===== src/rtl/tcomp_pkg.sv =====
// ----------------------------------------------------------------------------
// tcomp_pkg
// Shared types and constants for the thermistor compensation core: the ADC
// threshold table, the temperature window, and the compensation constants.
// ----------------------------------------------------------------------------
package tcomp_pkg;

    // table size and value widths
    localparam int unsigned TBL_LEN   = 65;
    localparam int unsigned SMP_W     = 12;
    localparam int unsigned TEMP_W    = 7;
    localparam int unsigned OFS_W     = 6;
    localparam int unsigned CURVE_W   = 8;
    localparam int unsigned IDX_W     = 6;

    // descending adc thresholds, colder first
    localparam logic [SMP_W-1:0] ADC_THRESH [0:TBL_LEN-1] = '{
        12'd3714, 12'd3694, 12'd3673, 12'd3651, 12'd3628, 12'd3604, 12'd3579,
        12'd3553, 12'd3527, 12'd3499, 12'd3471, 12'd3442, 12'd3411, 12'd3380,
        12'd3348, 12'd3315, 12'd3282, 12'd3247, 12'd3211, 12'd3175, 12'd3138,
        12'd3100, 12'd3061, 12'd3022, 12'd2982, 12'd2941, 12'd2899, 12'd2857,
        12'd2815, 12'd2772, 12'd2728, 12'd2684, 12'd2639, 12'd2595, 12'd2550,
        12'd2504, 12'd2459, 12'd2413, 12'd2367, 12'd2321, 12'd2276, 12'd2230,
        12'd2184, 12'd2139, 12'd2093, 12'd2048, 12'd2003, 12'd1959, 12'd1914,
        12'd1870, 12'd1827, 12'd1784, 12'd1741, 12'd1699, 12'd1658, 12'd1617,
        12'd1577, 12'd1537, 12'd1498, 12'd1459, 12'd1421, 12'd1384, 12'd1348,
        12'd1312, 12'd1277
    };

    // temperature window and interval base
    localparam logic signed [TEMP_W-1:0] T_COLD    = -7'sd20;
    localparam logic signed [TEMP_W-1:0] T_HOT     = 7'sd45;
    localparam logic signed [TEMP_W-1:0] T_IDX_OFS = 7'sd19;

    // compensation reference points and clamp thresholds
    localparam logic signed [TEMP_W-1:0] REF_HI    = 7'sd25;
    localparam logic signed [TEMP_W-1:0] REF_LO    = 7'sd15;
    localparam logic signed [TEMP_W-1:0] CLAMP_TOP = 7'sd40;
    localparam logic signed [TEMP_W-1:0] STD_LOW   = -7'sd20;
    localparam logic signed [TEMP_W-1:0] BAND_LOW  = -7'sd10;
    localparam logic signed [TEMP_W-1:0] FLAT_LOW  = 7'sd0;

    // gains, scaled by 1/100 through a reciprocal multiply
    localparam int unsigned MAG_W  = 6;
    localparam int unsigned GAIN_W = 6;
    localparam int unsigned PROD_W = 11;
    localparam logic [GAIN_W-1:0] GAIN_STD  = 6'd40;
    localparam logic [GAIN_W-1:0] GAIN_BAND = 6'd30;
    localparam int unsigned RECIP_W     = 13;
    localparam int unsigned RECIP_SHIFT = 19;
    localparam logic [RECIP_W-1:0] RECIP_100 = 13'd5243;
    localparam int unsigned QUOT_W = 5;

    // charge curve groups
    typedef enum logic [1:0] {
        GRP_STD,
        GRP_BAND,
        GRP_FLAT,
        GRP_NONE
    } t_curve_grp;

    // beat between lookup and offset stages
    typedef struct packed {
        logic                     vld;
        logic signed [TEMP_W-1:0] temp;
    } t_temp_beat;

endpackage


===== src/rtl/tcomp_lookup.sv =====
// ----------------------------------------------------------------------------
// tcomp_lookup
// Two-stage table lookup: parallel threshold compares, then a thermometer
// decode of the compare vector into whole degrees.
// ----------------------------------------------------------------------------
module tcomp_lookup
    import tcomp_pkg::*;
(
    input  logic               i_clk,
    input  logic               i_rst_n,
    input  logic               i_vld,
    input  logic [SMP_W-1:0]   i_sample,
    output t_temp_beat         o_beat
);

    localparam int unsigned NCMP = TBL_LEN - 1;

    logic              r_s1_vld;
    logic              r_s1_cold;
    logic              r_s1_hot;
    logic [NCMP:1]     r_s1_lt;
    logic [NCMP:1]     n_s1_lt;

    logic                     r_s2_vld;
    logic signed [TEMP_W-1:0] r_s2_temp;
    logic signed [TEMP_W-1:0] n_s2_temp;
    logic [IDX_W-1:0]         n_idx;

    // sample below each interior and last threshold
    always_comb begin
        for (int k = 1; k <= NCMP; k++) begin
            n_s1_lt[k] = (i_sample < ADC_THRESH[k]);
        end
    end

    // stage 1 valid
    always_ff @(posedge i_clk) begin
        if (!i_rst_n) begin
            r_s1_vld <= 1'b0;
        end else begin
            r_s1_vld <= i_vld;
        end
    end

    // stage 1 compare vector and end flags
    always_ff @(posedge i_clk) begin
        r_s1_lt   <= n_s1_lt;
        r_s1_cold <= (i_sample >= ADC_THRESH[0]);
        r_s1_hot  <= (i_sample <= ADC_THRESH[TBL_LEN-1]);
    end

    // thermometer edge gives the interval number
    always_comb begin
        n_idx = '0;
        for (int k = 1; k < NCMP; k++) begin
            if (r_s1_lt[k] && !r_s1_lt[k+1]) begin
                n_idx = n_idx | IDX_W'(k);
            end
        end
        if (r_s1_lt[NCMP]) begin
            n_idx = n_idx | IDX_W'(NCMP);
        end
    end

    // end cases take priority over the interval
    always_comb begin
        if (r_s1_cold) begin
            n_s2_temp = T_COLD;
        end else if (r_s1_hot) begin
            n_s2_temp = T_HOT;
        end else begin
            n_s2_temp = $signed({1'b0, n_idx}) - T_IDX_OFS;
        end
    end

    // stage 2 valid
    always_ff @(posedge i_clk) begin
        if (!i_rst_n) begin
            r_s2_vld <= 1'b0;
        end else begin
            r_s2_vld <= r_s1_vld;
        end
    end

    // stage 2 temperature
    always_ff @(posedge i_clk) begin
        r_s2_temp <= n_s2_temp;
    end

    assign o_beat.vld  = r_s2_vld;
    assign o_beat.temp = r_s2_temp;

endmodule


===== src/rtl/tcomp_offset.sv =====
// ----------------------------------------------------------------------------
// tcomp_offset
// Two-stage compensation: curve clamps and dead band give a distance and a
// gain, then the scaled product is divided by 100 toward zero.
// ----------------------------------------------------------------------------
module tcomp_offset
    import tcomp_pkg::*;
(
    input  logic                     i_clk,
    input  logic                     i_rst_n,
    input  t_temp_beat               i_beat,
    input  logic [CURVE_W-1:0]       i_curve,
    output logic                     o_vld,
    output logic signed [TEMP_W-1:0] o_temp,
    output logic signed [OFS_W-1:0]  o_ofs
);

    t_curve_grp               grp;
    logic signed [TEMP_W-1:0] diff;
    logic [GAIN_W-1:0]        gain;
    logic [MAG_W-1:0]         mag;

    logic                     r_s3_vld;
    logic signed [TEMP_W-1:0] r_s3_temp;
    logic                     r_s3_neg;
    logic [PROD_W-1:0]        r_s3_prod;

    logic [PROD_W+RECIP_W-1:0] quot_full;
    logic [QUOT_W-1:0]         quot;

    logic                     r_s4_vld;
    logic signed [TEMP_W-1:0] r_s4_temp;
    logic signed [OFS_W-1:0]  r_s4_ofs;
    logic signed [OFS_W-1:0]  n_s4_ofs;

    // curve group decode
    always_comb begin
        if (i_curve inside {[8'd1:8'd9]}) begin
            grp = GRP_STD;
        end else if (i_curve inside {[8'd10:8'd15]}) begin
            grp = GRP_BAND;
        end else if (i_curve inside {[8'd16:8'd21]}) begin
            grp = GRP_FLAT;
        end else begin
            grp = GRP_NONE;
        end
    end

    // clamped distance from the reference point and gain
    always_comb begin
        gain = GAIN_STD;
        diff = i_beat.temp - REF_HI;
        case (grp)
            GRP_STD: begin
                if (i_beat.temp <= STD_LOW) begin
                    diff = STD_LOW - REF_HI;
                end else if (i_beat.temp > CLAMP_TOP) begin
                    diff = CLAMP_TOP - REF_HI;
                end
            end
            GRP_BAND: begin
                gain = GAIN_BAND;
                if (i_beat.temp <= BAND_LOW) begin
                    diff = BAND_LOW - REF_LO;
                end else if (i_beat.temp > CLAMP_TOP) begin
                    diff = CLAMP_TOP - REF_HI;
                end else if (i_beat.temp <= REF_LO) begin
                    diff = i_beat.temp - REF_LO;
                end else if (i_beat.temp >= REF_HI) begin
                    diff = i_beat.temp - REF_HI;
                end else begin
                    diff = '0;
                end
            end
            GRP_FLAT: begin
                if (i_beat.temp <= FLAT_LOW) begin
                    diff = FLAT_LOW - REF_HI;
                end else if (i_beat.temp > CLAMP_TOP) begin
                    diff = CLAMP_TOP - REF_HI;
                end
            end
            default: begin
                diff = i_beat.temp - REF_HI;
            end
        endcase
    end

    // magnitude of the distance
    assign mag = diff[TEMP_W-1] ? MAG_W'(-diff) : MAG_W'(diff);

    // stage 3 valid
    always_ff @(posedge i_clk) begin
        if (!i_rst_n) begin
            r_s3_vld <= 1'b0;
        end else begin
            r_s3_vld <= i_beat.vld;
        end
    end

    // stage 3 product magnitude and sign
    always_ff @(posedge i_clk) begin
        r_s3_temp <= i_beat.temp;
        r_s3_neg  <= diff[TEMP_W-1];
        r_s3_prod <= PROD_W'(mag) * PROD_W'(gain);
    end

    // divide by 100 via reciprocal, exact for products up to 1800
    assign quot_full = r_s3_prod * RECIP_100;
    assign quot      = quot_full[RECIP_SHIFT +: QUOT_W];
    assign n_s4_ofs  = r_s3_neg ? -$signed({1'b0, quot}) : $signed({1'b0, quot});

    // stage 4 valid
    always_ff @(posedge i_clk) begin
        if (!i_rst_n) begin
            r_s4_vld <= 1'b0;
        end else begin
            r_s4_vld <= r_s3_vld;
        end
    end

    // stage 4 result
    always_ff @(posedge i_clk) begin
        r_s4_temp <= r_s3_temp;
        r_s4_ofs  <= n_s4_ofs;
    end

    assign o_vld  = r_s4_vld;
    assign o_temp = r_s4_temp;
    assign o_ofs  = r_s4_ofs;

endmodule


===== src/rtl/thermistor_temp_compensation_core.sv =====
// ----------------------------------------------------------------------------
// thermistor_temp_compensation_core
// Converts a thermistor adc sample to whole degrees and a charge offset.
// ----------------------------------------------------------------------------
// Usage:
//   Drive i_thermistor_sample and raise start; the beat is taken on any
//   edge where start is high and busy is low. A new sample may be given
//   every cycle.
//   Each beat yields one result: o_strobe is high for one
//   cycle with o_temperature_degrees and o_compensation_offset. Results
//   leave in the order samples came in; the receiver must take them then.
//   The registered steps, in order: threshold compares, thermometer decode,
//   curve clamp and gain multiply, reciprocal divide by 100.
//   Throughput is one sample per cycle while busy is low.
//   The curve number must be written through i_cfg_valid / o_cfg_ready /
//   i_cfg_data only while no samples are in flight; the block does not check.
//   Synchronous reset clears the pipeline valids and sets curve 0; busy is
//   high and o_cfg_ready low in reset, until the out-of-reset marker is set.
// ----------------------------------------------------------------------------
module thermistor_temp_compensation_core
    import tcomp_pkg::*;
(
    input  logic                     i_clk,
    input  logic                     i_rst_n,
    input  logic                     start,
    output logic                     busy,
    input  logic [SMP_W-1:0]         i_thermistor_sample,
    output logic                     o_strobe,
    output logic signed [TEMP_W-1:0] o_temperature_degrees,
    output logic signed [OFS_W-1:0]  o_compensation_offset,
    input  logic                     i_cfg_valid,
    output logic                     o_cfg_ready,
    input  logic [CURVE_W-1:0]       i_cfg_data
);

    logic               r_run;
    logic [CURVE_W-1:0] r_curve;
    logic               in_beat;
    t_temp_beat         temp_beat;

    // out of reset marker
    always_ff @(posedge i_clk) begin
        if (!i_rst_n) begin
            r_run <= 1'b0;
        end else begin
            r_run <= 1'b1;
        end
    end

    assign busy        = !r_run;
    assign o_cfg_ready = r_run;
    assign in_beat     = start && !busy;

    // curve select register
    always_ff @(posedge i_clk) begin
        if (!i_rst_n) begin
            r_curve <= '0;
        end else if (i_cfg_valid && o_cfg_ready) begin
            r_curve <= i_cfg_data;
        end
    end

    // compare and decode stages
    tcomp_lookup u_lookup (
        .i_clk    (i_clk),
        .i_rst_n  (i_rst_n),
        .i_vld    (in_beat),
        .i_sample (i_thermistor_sample),
        .o_beat   (temp_beat)
    );

    // clamp, multiply and divide stages
    tcomp_offset u_offset (
        .i_clk   (i_clk),
        .i_rst_n (i_rst_n),
        .i_beat  (temp_beat),
        .i_curve (r_curve),
        .o_vld   (o_strobe),
        .o_temp  (o_temperature_degrees),
        .o_ofs   (o_compensation_offset)
    );

endmodule


===== config.mk =====
export PLATFORM = sky130hd
export DESIGN_NAME = thermistor_temp_compensation_core
export DESIGN_NICKNAME = d
export VERILOG_FILES = /design/src/rtl/tcomp_pkg.sv /design/src/rtl/tcomp_lookup.sv /design/src/rtl/tcomp_offset.sv /design/src/rtl/thermistor_temp_compensation_core.sv
export SDC_FILE = /design/constraint.sdc
export NUM_CORES = 1
export LEC_CHECK = 0
export BUFFER_PORTS_ARGS = -buffer_cell sky130_fd_sc_hd__buf_2
export CAP_MARGIN = 20
export CORE_MARGIN = 5
export CORE_UTILIZATION = 50
export DETAILED_ROUTE_END_ITERATION = 16
export GPL_TIMING_DRIVEN = 0
export PLACE_DENSITY_LB_ADDON = 0.1
export SYNTH_ARGS = -nofsm -noshare
export SYNTH_HDL_FRONTEND = slang
export SYNTH_SLANG_ARGS = --single-unit

===== constraint.sdc =====
create_clock -name i_clk -period 15.8 [get_ports i_clk]
set_input_delay 3.95 -clock i_clk [delete_from_list [all_inputs] [get_ports i_clk]]
set_output_delay 3.95 -clock i_clk [all_outputs]
set_load 0.005 [all_outputs]

==> flow_summary.yaml, run 1 <==
clock_network:
  cts_max_path_buffers: 2
  clock_latency_ns: 0.41
  cts_setup_buffers: 0
  hold_buffers: 0
  cts.sinks: 117
  path_clk_slew_ns: 0.06
  cts_buffers: 17
  htreeDepth: 4
  cts_resized: 0
  cts_root_buf: "clkbuf_16"
  tritoncts: "done"
timing:
  period_share: 0.389
  post-route-min-period_ns: 6.15
  tightest_slew_ns: 0.724
  skew_ns: 0.00888
  max_freq_mhz: 163
  final.setup.tns_ns: 0
  drv_slew: 0
  hold_violations: 0
  rsz0062_at_grt: "no"
  report.final.setup_viol: 0
  slew_headroom: 0.505
final_layout:
  antenna_cells: 0
  fillers: 1529
  drive_above_1_share: 0.0919
  nets: 1215
  final_util: 0.572
  syn_to_final_growth_pct: 12.2
floorplanning:
  initial_core_util: 0.510
  dieWidth_um: 140
  die_y_um: 140
  core_um2: 16600
  die_area_um2: 19700
  std_cell_rows: 47
  ios: 40
detailed_routing:
  drt-total-wl_um: 21500
  vias_per_cell: 5.60
  first_iter_violations: 553
  first_pass_iters: 7
  drcViolationCount: 0
  wl_per_cell_um: 16.9
  vias: 7143
  ant_nets: 0
min_path:
  hp-class: "register to register"
flow_run:
  maxCapViolations: 0
place:
  gp_congestion: 0.975
  io_buffers: 35
  dp_hpwl_um: 17300
setup_path:
  critPathRequiredTime_ns: 16.15
  worst_setup_path_start_kind: "register"
  crit_type: "register to register"
  path_cells: "fa_1, inv_1, fa_1, inv_1, fa_1, fa_1, fa_1, ha_1, a21oi_1, nor2_1, a311oi_1, nand3_1, a21oi_1, xor2_1, ha_1, nor4bb_1, o21ai_0, nor4bb_1, nor3_1, xor2_1"
  cp.arrival_ns: 6.50
  crit_top_cell: "fa_1"
  cp-end-kind: "register"
  slowest_delay_ns: 0.58
  slowest_stage: "fa_1"
  crit_fanout: 7
global_routing:
  met3_usage: 0.0532
  grt_pass1_vias: 6917
  antenna_found_initial: 0
  grt_util_met2: 0.358
  grt_pass1_wl_um: 35500
  grtUsageMet1: 0.299
  grt.busiest_layer: "met2"
  grt_usage: 0.224
  grt_max_degree: 17
  overflow: 0
synth:
  syn_nets: 1161
  yosysWarnings: 0
  synth_area_um2: 8490
  seq_area_frac_synth: 0.276
  synth_cell_types: 76
  synthArstFlopShare: 0
  synth_ff_type: "dfxtp_1"
  avgSynthCellArea_um2: 8.59
  synthCells: 988
  synth-edff-count: 0
  ys_seq_elements: 117
outcome:
  status: "finished clean"
cell type report:
type / count / area [um2] / area share
clock inverters: 15 / 159 / 0.0167
clock buffers: 17 / 425 / 0.0447
well taps: 220 / 275 / 0.0289
multi-input cells: 706 / 5510 / 0.579
repair buffers: 35 / 175 / 0.0184
flip-flops and latches: 117 / 2340 / 0.246
inverters: 123 / 467 / 0.0490
plain buffers: 42 / 170 / 0.0179
synthesized netlist by cell type (all sizes together) (4+ instances only):
cell     count  share of area
a2111oi      6         0.0062
a211oi       5         0.0050
a21boi      12          0.011
a21o         9         0.0081
a21oi       59          0.035
a31oi       24          0.018
and2        13         0.0096
and3         6         0.0044
buf          8         0.0049
clkbuf      34          0.015
dfxtp      117           0.28
fa          43           0.10
ha         106           0.16
inv        120          0.053
nand2       81          0.036
nand2b      42          0.031
nand3       28          0.018
nand4       12         0.0088
nor2        47          0.023
nor2b       16          0.012
nor3        16          0.010
nor4        12         0.0096
o2111ai      4         0.0041
o211ai      14          0.013
o21a         4         0.0044
o21ai       62          0.037
or3          8         0.0059
xnor2       18          0.019
xor2        10          0.010
cell usage in the layout (no fill, tap or decap), drive strengths merged, types with 3 or more instances in the layout:
master and count:
a2111oi 6, a211oi 5, a21boi 12, a21o 9, a21oi 59, a221oi 3
a31oi 24, and2 13, and3 6, buf 43, clkbuf 51, clkinv 4
dfxtp 117, fa 43, ha 106, inv 131, nand2 81, nand2b 42
nand3 28, nand3b 3, nand4 12, nor2 47, nor2b 16, nor3 16
nor4 12, o2111ai 4, o211ai 14, o21a 4, o21ai 62, o31ai 3
o41ai 3, or2 3, or3 8, or4 3, xnor2 18, xor2 10
per-stage QoR:
| step | cells | instance area, um2 | worst slack, ns | hold slack, ns |
|---|---|---|---|---|
| after floorplan | 988 | 8490 | 10.41 | 0.310 |
| after global placement | 1243 | 8940 | 9.77 | 0.310 |
| after detailed placement | 1243 | 8940 | 9.73 | 0.312 |
| after CTS | 1275 | 9520 | 9.72 | 0.328 |
| after global routing | 1275 | 9520 | 9.27 | 0.339 |
| final | 1275 | 9520 | 9.65 | 0.327 |
critical path: cells and delay by family, from the launching register on:
| family | cells | cell delay, ns |
|---|---|---|
| simple gates | 5 | 0.90 |
| flops | 1 | 0.42 |
| compound gates | 4 | 1.04 |
| fa+ha+maj | 7 | 3.24 |
| xor+xnor | 2 | 0.38 |
| buf+inv | 2 | 0.11 |
kinds of logic after synthesis:
logic type               after synthesis  synth area share
buffers and inverters                165            0.0750
AND/OR/NAND/NOR                      300             0.187
adder cells (fa/ha/maj)              149             0.258
flip-flops                           117             0.276
multiplexers                           1           0.00133
XOR/XNOR                              28            0.0289
AO/OA/AOI/OAI                        228             0.174
path summary, 6_finish.rpt:
path / start / endpoint / slack [ns] / cells after the start
hold / removal: u_offset.r_s3_temp[2]$_DFF_P_ / u_offset.o_temp[2]$_DFF_P_ / 0.33 / 0
hold reg to reg: u_offset.r_s3_temp[2]$_DFF_P_ / u_offset.o_temp[2]$_DFF_P_ / 0.33 / 0
setup reg to reg: u_offset.r_s3_prod[9]$_DFF_P_ / u_offset.o_ofs[4]$_DFF_P_ / 9.65 / 20
setup / recovery: u_offset.r_s3_prod[9]$_DFF_P_ / u_offset.o_ofs[4]$_DFF_P_ / 9.65 / 20
layer usage:
layer / vias up / part of all wire
met5: - / 0
met4: 0 / 0.019
met3: 38 / 0.067
met2: 302 / 0.47
met1: 3277 / 0.45
li1: 3526 / -
flip-flops by register name, summed over array words and instances, names as in the netlist:
register / count
u_lookup.r_s1_lt: 64
u_offset.o_ofs: 6
u_offset.r_s3_prod: 10
u_offset.o_vld: 1
r_curve: 8
u_lookup.r_s2_vld: 1
u_offset.o_temp: 7
u_offset.r_s3_temp: 7
u_offset.r_s3_vld: 1
u_lookup.r_s1_vld: 1
u_lookup.r_s1_cold: 1
u_lookup.r_s2_temp: 7
o_cfg_ready: 1
u_lookup.r_s1_hot: 1
u_offset.r_s3_neg: 1
Power of run 1 is left out: the tool's default activity adds up to more than one toggle a clock period on the data nets, which glitch-free logic cannot reach.
==> inputs of run 2 (changes only) <==
- ABC_AREA: default -> 1
- clock period: 15.8 -> 5.8 ns (I/O delays scaled with it)
==> flow_summary.yaml, run 2 <==
outcome:
  status: "finished clean"
min_path:
  whs_path_depth: 0
  hold_end: "u_offset.o_temp[2]$_DFF_P_"
  hp-class: "register to register"
  min_from: "u_offset.r_s3_temp[2]$_DFF_P_"
synth:
  synth_area_um2: 8880
  synth-compound-area-share: 0.130
  synthTopCellsByArea: "dfxtp_1 (26%), ha_1 (15%), fa_1 (9.7%)"
  synth_top_family_by_area: "adder cells"
  ys_top_cells_by_count: "inv_1 (229), nand2_1 (222), dfxtp_1 (117)"
  avgSynthCellArea_um2: 7.43
  synth-edff-count: 0
  synth_ff_type: "dfxtp_1"
  synthAdderAreaFrac: 0.246
  seq_area_frac_synth: 0.264
  synth_xor_area_frac: 0.0185
  syn_nets: 1368
  synthMuxAreaShare: 0
  synthCells: 1195
  yosys.area.top_type_share: 0.264
  yosysWarnings: 0
  yosysMostFrequentCell: "inv_1"
  yosys.area.top_type: "dfxtp_1"
  synthArstFlopShare: 0
  synthSimpleGateAreaFrac: 0.228
  synth_cell_types: 47
  ys_seq_elements: 117
setup_path:
  cp-end-kind: "register"
  crit_type: "register to register"
  worst_setup_path_start_kind: "register"
  crit_top_cell: "nor2_1"
  rr_startpoint: "u_lookup.r_s2_temp[0]$_SDFF_PP0_"
  slowest_delay_ns: 0.54
  rr_worst_depth: 32
  r2r_slack_ns: 0.51
  slowest_stage: "fa_1"
  critPathRequiredTime_ns: 6.17
  crit_fanout: 10
  cp.arrival_ns: 5.65
  reg2reg_to: "u_offset.r_s3_prod[10]$_DFF_P_"
timing:
  tightest_slew_ns: 0.794
  drv_slew: 0
  slew_headroom: 0.469
  period_share: 0.911
  final.setup.tns_ns: 0
  rsz0062_at_grt: "no"
  report.final.setup_viol: 0
  hold_violations: 0
  post-route-min-period_ns: 5.29
  skew_ns: 0.00995
  max_freq_mhz: 189
final_layout:
  nets: 1425
  largestRegisters: "u_lookup.r_s1_lt (64), u_offset.r_s3_prod (10), r_curve (8)"
  top_register: "u_lookup.r_s1_lt"
  layout_common_cells: "inv_1 (229), nand2_1 (222), dfxtp_1 (115)"
  antenna_cells: 0
  syn_to_final_growth_pct: 11.7
  layout_commonest_cell: "inv_1"
  drive_above_1_share: 0.113
  design_area_um2: 9910
  largest_register_ffs: 64
clock_network:
  cts_max_path_buffers: 2
  clock_latency_ns: 0.42
  htreeDepth: 4
  cts.sinks: 117
  tritoncts: "done"
  cts_buffers: 17
  cts_root_buf: "clkbuf_16"
  path_clk_slew_ns: 0.06
  cts_setup_buffers: 0
global_routing:
  met3_usage: 0.0462
  grt_usage: 0.242
  grt_util_met2: 0.392
  grt_pass1_wl_um: 39200
  grt_max_degree: 17
  overflow: 0
  antenna_found_initial: 0
  grt_pass1_vias: 7799
  grtUsageMet1: 0.325
  grt.busiest_layer: "met2"
detailed_routing:
  vias: 7876
  first_pass_iters: 5
  ant_nets: 0
  vias_per_cell: 5.29
  drcViolationCount: 0
  wl_per_cell_um: 15.8
  first_iter_violations: 583
  drt-total-wl_um: 23500
flow_run:
  maxCapViolations: 0
floorplanning:
  ios: 40
  die_area_um2: 20500
  std_cell_rows: 48
  die_y_um: 143
  initial_core_util: 0.511
  dieWidth_um: 143
  core_um2: 17400
place:
  placed_area_um2: 9350
  dp_hpwl_um: 19400
  io_buffers: 38
  gp_congestion: 1.01
[run 2: cell types whose count changed after synthesis, sizes merged, moves of 9 or more]
cell,delta
or2,+9
o21ai,+12
clkbuf,-23
nand2b,-42
nor2b,-16
nand2,+161
a21boi,-12
and2,-13
xnor2,-11
nor3,-10
nand3,+19
nor2,+65
inv,+121
[run 2: how the worst max path moves through the flow]
| stage | from | endpoint | slack, ns |
|---|---|---|---|
| 2_1_floorplan | u_lookup.r_s2_temp[0]$_SDFF_PP0_ | u_offset.r_s3_prod[10]$_DFF_P_ | 0.85 |
| 3_3_place_gp | u_lookup.r_s2_temp[0]$_SDFF_PP0_ | u_offset.r_s3_prod[10]$_DFF_P_ | 0.24 |
| 3_5_place_dp | u_lookup.r_s2_temp[0]$_SDFF_PP0_ | u_offset.r_s3_prod[10]$_DFF_P_ | 0.23 |
| 4_1_cts | u_lookup.r_s2_temp[0]$_SDFF_PP0_ | u_offset.r_s3_prod[10]$_DFF_P_ | 0.20 |
| 5_1_grt | u_lookup.r_s2_temp[0]$_SDFF_PP0_ | u_offset.r_s3_prod[10]$_DFF_P_ | 0.01 |
| 6_report | u_lookup.r_s2_temp[0]$_SDFF_PP0_ | u_offset.r_s3_prod[10]$_DFF_P_ | 0.51 |
[run 2: timing repair]
| item | 4_1_cts | 5_1_grt |
|---|---|---|
| resized for setup | 0 | 3 |
| hold buffers | 0 | 0 |
| endpoints found under the setup margin | 0 | 1 |
[run 2: kinds of logic (layout without fill, tap and decap cells)]
family | Yosys count | in the layout
AND/OR/NAND/NOR | 452 | 452
buffers and inverters | 260 | 330
AO/OA/AOI/OAI | 200 | 200
adder cells (fa/ha/maj) | 149 | 149
flip-flops | 117 | 117
XOR/XNOR | 17 | 17
[run 2: cell type report]
type,instances,area [um2]
fill,1700,7440
multi-input combinational,818,5520
sequential,117,2350
inverter,244,921
clock buffer,17,425
tap,225,282
timing repair buffer,38,190
clock inverter,15,135
buffer,16,90.1
[run 2: worst max-delay path, delay by kind of cell, from the launching register on]
family                   cells  cell delay (ns)
adder cells (fa/ha/maj)      6             2.27
AND/OR/NAND/NOR             15             1.34
AO/OA/AOI/OAI                4             0.60
flip-flops                   1             0.44
buffers and inverters        6             0.39
XOR/XNOR                     1             0.21
[run 2: stage by stage]
step,hold slack [ns],setup slack [ns],utilization,cells
finish,0.317,0.514,0.571,1490
global route,0.326,0.0150,0.571,1490
CTS,0.319,0.196,0.571,1490
detailed placement,0.312,0.229,0.539,1458
global placement,0.311,0.244,0.539,1458
floorplan,0.310,0.849,-,1195
[run 2: per-layer routing]
metal / part of all wire / up-vias
li1: - / 3965
met1: 0.46 / 3608
met2: 0.46 / 252
met3: 0.055 / 51
met4: 0.026 / 0
met5: 0 / -
Power of run 2 is left out for the same reason.
